`src/rtl/fpa_dly.sv`:
```
// ----------------------------------------------------------------------------
// fpa_dly
// Enabled register delay line for payload alignment.
// ----------------------------------------------------------------------------
module fpa_dly #(
    parameter int WIDTH = 8,
    parameter int DEPTH = 4
) (
    input  logic             i_clk,
    input  logic             i_en,
    input  logic [WIDTH-1:0] i_d,
    output logic [WIDTH-1:0] o_q
);

    logic [WIDTH-1:0] r_q [DEPTH];

    always_ff @(posedge i_clk) begin
        if (i_en) begin
            r_q[0] <= i_d;
            for (int k = 1; k < DEPTH; k++) begin
                r_q[k] <= r_q[k-1];
            end
        end
    end

    assign o_q = r_q[DEPTH-1];

endmodule

```
`config.mk`:
```
export PLATFORM = sky130hd
export DESIGN_NAME = fpa_dly
export DESIGN_NICKNAME = d
export VERILOG_FILES = /design/src/rtl/fpa_dly.sv
export SDC_FILE = /design/constraint.sdc
export NUM_CORES = 1
export LEC_CHECK = 0
export CORE_ASPECT_RATIO = 1.1
export CORE_MARGIN = 5
export CORE_UTILIZATION = 60
export CTS_CLUSTER_SIZE = 14
export DETAILED_ROUTE_END_ITERATION = 8
export DONT_BUFFER_PORTS = 1
export GPL_TIMING_DRIVEN = 0
export PLACE_DENSITY = 0.76
export SLEW_MARGIN = 20
export SYNTH_ARGS = -nofsm -noshare
export SYNTH_HDL_FRONTEND = slang
export SYNTH_SLANG_ARGS = --single-unit
```
`constraint.sdc`:
```
create_clock -name i_clk -period 1.6 [get_ports i_clk]
set_input_delay 0.08 -clock i_clk [delete_from_list [all_inputs] [get_ports i_clk]]
set_output_delay 0.08 -clock i_clk [all_outputs]
set_load 0.005 [all_outputs]
```
==> flow_summary.yaml <==
synth:
  syn_inst: 32
  synthesis.nets: 42
  synth.ff_latch_count: 32
  yosysTopAreaCell: "edfxtp_1"
  avgSynthCellArea_um2: 30.03
  synthFlopType: "edfxtp_1"
  yosys-top-cells-area: "edfxtp_1 100%"
  ys_seq_area_share_pct: 100.0
  netlist_area_um2: 960.9
  async_flop_share_pct: 0
  synth-edff-count: 32
  yosysMostFrequentCell: "edfxtp_1"
  yosysWarnings: 0
  synth_top_cells_by_count: "32 x edfxtp_1"
  synth_top_area_share_pct: 100.0
  yosysUniqueCellTypes: 1
placement:
  io_buffers: 0
  pre_cts_slack_ns: 0.9665
  gp_congestion: 0.6194
worst_setup_path:
  critPathKind: "flip-flop to output port"
  critPathMaxFanout: 1
  cp-end-kind: "output port"
  r2r_setup_slack_ns: 0.96
  worstPathRequired_ns: 1.52
  start_kind: "flip-flop"
  critPathArrivalTime_ns: 0.71
routing:
  drt_pass1_iterations: 3
  wl_um: 970
  antenna_left: 0
  vias: 349
  drt_iter0_drc: 6
  via_per_inst: 5.288
  route.detailed.wl_per_inst_um: 14.70
  drc: 0
floorplanning:
  fp.dieArea_mm2: 0.002503
  die_width_um: 48.16
  io_pins: 18
  rows: 15
  core-area_mm2: 0.001539
  dieHeight_um: 51.97
  start_util_pct: 62.44
sta:
  slew_viol_final: 0
  setup_viol: 0
  fmax_mhz: 1261
  hold_viol_final: 0
  fin_crit_sh_pct: 49.55
  setup_slack_ns: 0.8073
  fin_tns_setup_ns: 0
  rsz0062_at_grt: "no"
  max_slew_margin_pct: 89.33
  worst_slew_pin_slew_ns: 0.1600
  post-route-min-period_ns: 0.7927
  finClkSkew_ns: 0.004495
global_route:
  grt_pass1_vias: 353
  grt_use_total_pct: 9.739
  grt_first_pass_wirelength_mm: 1.545
  use_met2_pct: 15.43
  use_met3_pct: 7.612
  overflow: 0
  antenna_found_initial: 0
  grt_util_met1_pct: 8.780
  grt_max_degree: 33
  top_usage_layer: "met2"
pwr:
  p_per_area_mw_per_mm2: 1257
  max-vdd-ir-drop_uv: 780.5
  p_leak_nw: 0.3829
clock_tree:
  clk_pin_slew_ns: 0.08
  htreeDepth: 2
  tritoncts: "yes"
  cts_sinks: 32
  cts_root_buf: "clkbuf_4"
  numCtsBuffers: 5
  clock_path_buffers: 2
  clk_latency_ns: 0.30
finish:
  largest_register_ffs: 32
  fillers: 91
  num_antenna_cells: 0
  top_regs: "r_q: 32 flops"
  seq_area_um2: 960.9
  post-route-util_pct: 73.50
  top_register: "r_q"
  areaGrowthSynthToFinish_pct: 17.71
  final_nets: 58
  multi_input_area_um2: 0
  layout-drive-gt1-share_pct: 12.24
  multi_input_cells: 0
flow_run:
  maxCapViolations: 0
min_path:
  hold_path.class: "input port to flip-flop"
outcome:
  status: "complete, no violations"
==> cells by family (layout without fill, tap and decap cells) <==
logic type,count (synthesis),in the layout,synth area share (%)
flops,32,32,100.0
buf+inv,0,17,0
==> where the power goes <==
group          switching (W)  internal (W)
clock               0.000216      0.000169
combinational      0.0000158     0.0000180
sequential         0.0000167      0.000987
==> worst paths after layout <==
path / from / cells after the start / end
max: r_q[3][7] / 0 / o_q[7]
min: i_en / 1 / r_q[0][3]
max reg2reg: r_q[2][5] / 0 / r_q[3][5]
min reg2reg: r_q[0][5] / 0 / r_q[1][5]
==> layer usage <==
layer  up-vias  wire (µm)
met5         -          0
met4         0         15
met3         3        102
met2        22        494
met1       163        357
li1        161          -
==> area by class of cell <==
cell class	count	area share, %
Clock buffer	7	3.982
Timing Repair Buffer	9	8.850
Tap cell	17	1.881
Clock inverter	1	0.3319
Sequential cell	32	84.96
==> through the flow <==
step                power, W  std cells  cell area [µm²]  hold WS, ns
floorplan           0.001016         32            960.9       0.1789
global placement    0.001019         49            982.2       0.1789
detailed placement  0.001025         49            982.2       0.1789
CTS                 0.001437         66             1131      0.08962
global route        0.001508         66             1131      0.07483
finish              0.001421         66             1131      0.09526
==> cell usage in the layout, fill, tap and decap left out <==
master,n
edfxtp_1,32
dlygate4sd3_1,8
clkbuf_4,5
clkbuf_1,2
clkinv_1,1
buf_12,1
==> what timing repair did <==
item	in CTS	in global routing
resized for setup	0	0
endpoints found under the hold margin	40	0
hold buffers	9	0
buffers inserted	0	0
No activity file was read; power rests on OpenSTA's default activity.
