<file path="config.mk">
export PLATFORM = sky130hd
export DESIGN_NAME = fpa_mul
export DESIGN_NICKNAME = d
export VERILOG_FILES = /design/src/rtl/fpa_pkg.sv /design/src/rtl/fpa_mul.sv
export SDC_FILE = /design/constraint.sdc
export NUM_CORES = 2
export LEC_CHECK = 0
export ABC_AREA = 1
export BUFFER_PORTS_ARGS = -buffer_cell sky130_fd_sc_hd__buf_2
export CORE_MARGIN = 3
export CORE_UTILIZATION = 50
export DETAILED_ROUTE_END_ITERATION = 7
export PLACE_DENSITY = 0.68
export SLEW_MARGIN = 10
export SYNTH_ARGS = -nofsm -noshare
export SYNTH_HDL_FRONTEND = slang
export SYNTH_SLANG_ARGS = --single-unit
</file>
<file path="constraint.sdc">
create_clock -name i_clk -period 8.4 [get_ports i_clk]
set_input_delay 1.68 -clock i_clk [delete_from_list [all_inputs] [get_ports i_clk]]
set_output_delay 1.68 -clock i_clk [all_outputs]
set_load 0.05 [all_outputs]
</file>
<file path="src/rtl/fpa_pkg.sv">
// ----------------------------------------------------------------------------
// fpa_pkg
// Shared types, opcodes and the saturating clamp of the Q-format ALU.
// ----------------------------------------------------------------------------
package fpa_pkg;

    localparam int OP_BITS   = 4;
    localparam int DATA_BITS = 32;
    localparam int FRAC_W    = 5;
    localparam int FRAC_MAX  = 16;
    localparam int FRAC_RST  = 8;
    localparam int X_BITS    = 66;             // exact intermediate width
    localparam int N_BITS    = DATA_BITS + FRAC_MAX;   // divider numerator
    localparam int Q_BITS    = N_BITS + 1;             // rounded quotient
    localparam int DIV_STEP  = 2;              // quotient bits per stage
    localparam int DIV_STAGES = N_BITS / DIV_STEP;
    localparam int DIV_LAT   = DIV_STAGES + 1;
    localparam int MUL_LAT   = 3;

    localparam logic [OP_BITS-1:0] OP_ADD  = 4'd0;
    localparam logic [OP_BITS-1:0] OP_SUB  = 4'd1;
    localparam logic [OP_BITS-1:0] OP_MUL  = 4'd2;
    localparam logic [OP_BITS-1:0] OP_DIV  = 4'd3;
    localparam logic [OP_BITS-1:0] OP_MIN  = 4'd4;
    localparam logic [OP_BITS-1:0] OP_MAX  = 4'd5;
    localparam logic [OP_BITS-1:0] OP_ABS  = 4'd6;
    localparam logic [OP_BITS-1:0] OP_INC  = 4'd7;
    localparam logic [OP_BITS-1:0] OP_DEC  = 4'd8;
    localparam logic [OP_BITS-1:0] OP_TOI  = 4'd9;
    localparam logic [OP_BITS-1:0] OP_FRI  = 4'd10;
    localparam logic [OP_BITS-1:0] OP_CMP  = 4'd11;

    typedef struct packed {
        logic [DATA_BITS-1:0] res;
        logic                 sat;
    } t_sres;

    // Side information that travels alongside the divider
    typedef struct packed {
        logic [OP_BITS-1:0]   op;
        logic                 lt;
        logic                 eq;
        logic                 gt;
        logic                 neg;
        logic                 a_pos;
        logic                 a_neg;
        logic                 b_zero;
        logic [DATA_BITS-1:0] res;
        logic                 sat;
    } t_side;

    function automatic t_sres sat_clamp(input logic signed [X_BITS-1:0] x, input int wb);
        logic signed [X_BITS-1:0] hi;
        logic signed [X_BITS-1:0] lo;
        t_sres s;
        hi = signed'(X_BITS'(1) << (wb - 1)) - signed'(X_BITS'(1));
        lo = -hi - signed'(X_BITS'(1));
        s.sat = 1'b0;
        if (x > hi) begin
            s.res = hi[DATA_BITS-1:0];
            s.sat = 1'b1;
        end else if (x < lo) begin
            s.res = lo[DATA_BITS-1:0];
            s.sat = 1'b1;
        end else begin
            s.res = x[DATA_BITS-1:0];
        end
        return s;
    endfunction

endpackage

</file>
<file path="src/rtl/fpa_mul.sv">
// ----------------------------------------------------------------------------
// fpa_mul
// Three-stage multiplier: product, round half away from zero, clamp.
// ----------------------------------------------------------------------------
module fpa_mul
    import fpa_pkg::*;
#(
    parameter int WORD_BITS = 32
) (
    input  logic                 i_clk,
    input  logic                 i_en,
    input  logic [DATA_BITS-1:0] i_ma,
    input  logic [DATA_BITS-1:0] i_mb,
    input  logic                 i_neg,
    input  logic [FRAC_W-1:0]    i_frac,
    output t_sres                o_res
);

    logic [2*DATA_BITS-1:0] r_p, r_m, n_m, half;
    logic                   r_neg1, r_neg2;
    logic [FRAC_W-1:0]      r_f1;
    t_sres                  r_out;
    logic signed [X_BITS-1:0] x;

    always_comb begin
        half = (r_f1 == '0) ? '0 : ((2*DATA_BITS)'(1) << (r_f1 - FRAC_W'(1)));
        n_m  = (r_p + half) >> r_f1;
        x    = r_neg2 ? -signed'(X_BITS'(r_m)) : signed'(X_BITS'(r_m));
    end

    always_ff @(posedge i_clk) begin
        if (i_en) begin
            r_p    <= (2*DATA_BITS)'(i_ma) * (2*DATA_BITS)'(i_mb);
            r_neg1 <= i_neg;
            r_f1   <= i_frac;
            r_m    <= n_m;
            r_neg2 <= r_neg1;
            r_out  <= sat_clamp(x, WORD_BITS);
        end
    end

    assign o_res = r_out;

endmodule

</file>
==> impl_results.md <==
- Status: finished, final reports clean
- Period utilization: 0.966
- Max Fclk: 0.123 GHz
- CP required: 8.64 ns
- Postcts setup bufs: 0
- Post-synth top area cell: fa_1
- Slew HR: 0.383
- Hold WC Path Type: reg2reg
- Max Clock Skew: 0.0148 ns
- Largest net degree at the start of global routing: 99
- RSZ-0062 raised after global routing: true
- Share of the synthesized area in the top cell type: 0.357
- GRT Util Overall: 0.304
- Number of global-route vias before repair: 46136
- Final min period: 8.12 ns
- Setup CP Type: in2reg
- Final Net Count: 8578
- Antenna-violating nets left: 0
- Clock Tree Root: clkbuf_16
- Async SR Flop Fraction: 0
- Initial antenna violation count: 2
- Total gr overflow: 0
- Initial core utilization: 0.508
- Post-Place Setup Slack: -0.540 ns
- Worst setup path start: i_ma[10]
- Synth Net Count: 8309
- DP HPWL: 135000 um
- Drt initial violations: 3945
- CTS tree: built
- Startpoint types: primary input
- CP max FO: 14
- Buffers plus inverters on the worst setup path: 10
- CP peak stage delay: 0.54 ns
- Worst EP arrival: 8.36 ns
- # fillers: 9615
- Count of cell types in the netlist: 46
- Worst hold stages: 0
- Most numerous cell in the Yosys netlist: nand2_1
- Syn avg cell area: 7.15 sq um
- Netlist Area Pre-Place: 50300 sq um
- Port buffer count: 104
- Final Hold Violating Endpoints: 0
- Reg2reg setup slack: 2.69 ns
- Wire per inst: 17.9 um
- Chip width: 323 um
- Row Count: 115
- IO Pins: 105
- First-pass GRT wire length: 247000 um
- Vias per cell: 5.20
- Worst-Margin Slew: 0.926 ns
- Setup violators final: 0
- Final setup margin: 0.283 ns
- Die area: 105000 sq um
- Post-synth EDFFs: 168
- Syn Inst Count: 7042
- Clock insertion delay at the later pin of the skew report: 0.48 ns
- Sequential fraction of the synthesis area: 0.100
- Final Max Tran Viols: 0
- Die H: 323 um
- CTS max path bufs: 2
- Most common cell on crit path: fa_1
- Min-delay src: r_neg1
- Reg-to-reg critical path endpoint: r_m[28]
- Register bit total from synthesis: 168
- Syn-to-layout area delta: 11.0%
- Most frequent cells after synthesis: nand2_1, inv_1, fa_1
- Max-cap check violation count: 0
- Worst Hold End: r_neg2
- Crit-path leading delay family: adder cells
- H-Tree Level Count: 4
- Critical path's slowest cell: fa_1
- Clock sinks: 168
- Drt total wl: 155000 um
- Drt drc: 0
- Drt first pass iters: 6
- Clock-pin slew on the worst setup and hold paths: 0.08 ns
- CP Capture Type: flip-flop
- Via Count: 44755
- Core area: 99100 sq um
- CTS Buf Count: 17
- Placer Congestion: 1.00
- Startpoint of the worst register-to-register path: r_f1[3]
- Synth area leaders: fa_1, nand2_1, inv_1, edfxtp_1, ha_1
- Main synth FF type: edfxtp_1
- Cell count of the worst reg-to-reg path: 23
- Synth warnings: 0
- Share of layout cells above drive strength 1: 0.0857
## through the flow
step	hold slack, ns	area [sq um]	util	cells	TNS (ns)
after floorplan	0.400	50300	-	7042	0
after global placement	0.404	55100	0.556	8579	-5.38
after detailed placement	0.408	55100	0.556	8579	-7.03
after CTS	0.428	55700	0.562	8611	0
after global routing	0.433	55900	0.563	8611	-0.0176
final	0.425	55900	0.564	8612	0
## flip-flops by register name (all words and copies together) (netlist names)
register	cells
r_neg2	1
r_neg1	1
o_res	33
r_p	64
r_f1	5
r_m	64
## logic make-up after synthesis
| family | count (synthesis) | synth area share |
|---|---|---|
| buf+inv | 2134 | 0.160 |
| compound gates | 252 | 0.0279 |
| xor+xnor | 116 | 0.0203 |
| fa+ha+maj | 1195 | 0.431 |
| flops | 168 | 0.100 |
| mux | 3 | 0.000597 |
| simple gates | 3174 | 0.260 |
## layer usage
metal,share of wire,vias to the layer above,global-route usage,wire length [um]
met3,0.063,366,0.0365,9790
li1,-,21204,-,-
met4,0.049,2,0.132,7580
met1,0.41,21529,0.387,62600
met5,0.000058,-,0,9
met2,0.48,1654,0.522,74600
## layout by cell type (no fill, tap or decap), drive strengths merged, types with 15 or more instances in the layout
master	netlist	routed
clkbuf	249	30
buf	32	518
ha	298	298
o21ai	83	83
nand3	637	637
fa	897	897
nand4	49	49
nand2	2051	2051
nor3	28	28
nor2	379	379
a21oi	107	107
a31oi	15	15
xnor2	41	41
xor2	75	75
inv	1851	1855
edfxtp	168	168
## area by class of cell
class                   count  area [sq um]  area share
inverters                1853          6960       0.125
multi-input cells        4740         37300       0.668
repair buffers            531          4270      0.0764
flip-flops and latches    168          5040      0.0903
well taps                1287          1610      0.0288
clock buffers              17           425     0.00761
clock inverters            15           219     0.00392
diodes                      1          2.50   0.0000448
## what timing repair did
item | 4_1_cts | 5_1_grt
endpoints found under the hold margin | 0 | 0
setup endpoints to repair | 1 | 18
gates resized for setup | 1 | 40
hold buffers | 0 | 0
## worst max-delay path by stage
stage	depth (start not counted)	slack, ns	endpoint
after detailed placement	26	-0.54	r_p[62]
after CTS	28	0.02	r_p[57]
after global routing	29	-0.01	r_p[57]
final	29	0.28	r_p[48]
after global placement	28	-0.47	r_p[62]
after floorplan	28	0.44	r_p[57]
Power is not shown: default switching activity piles up to over one toggle a cycle in this logic, so the estimate is an artifact.
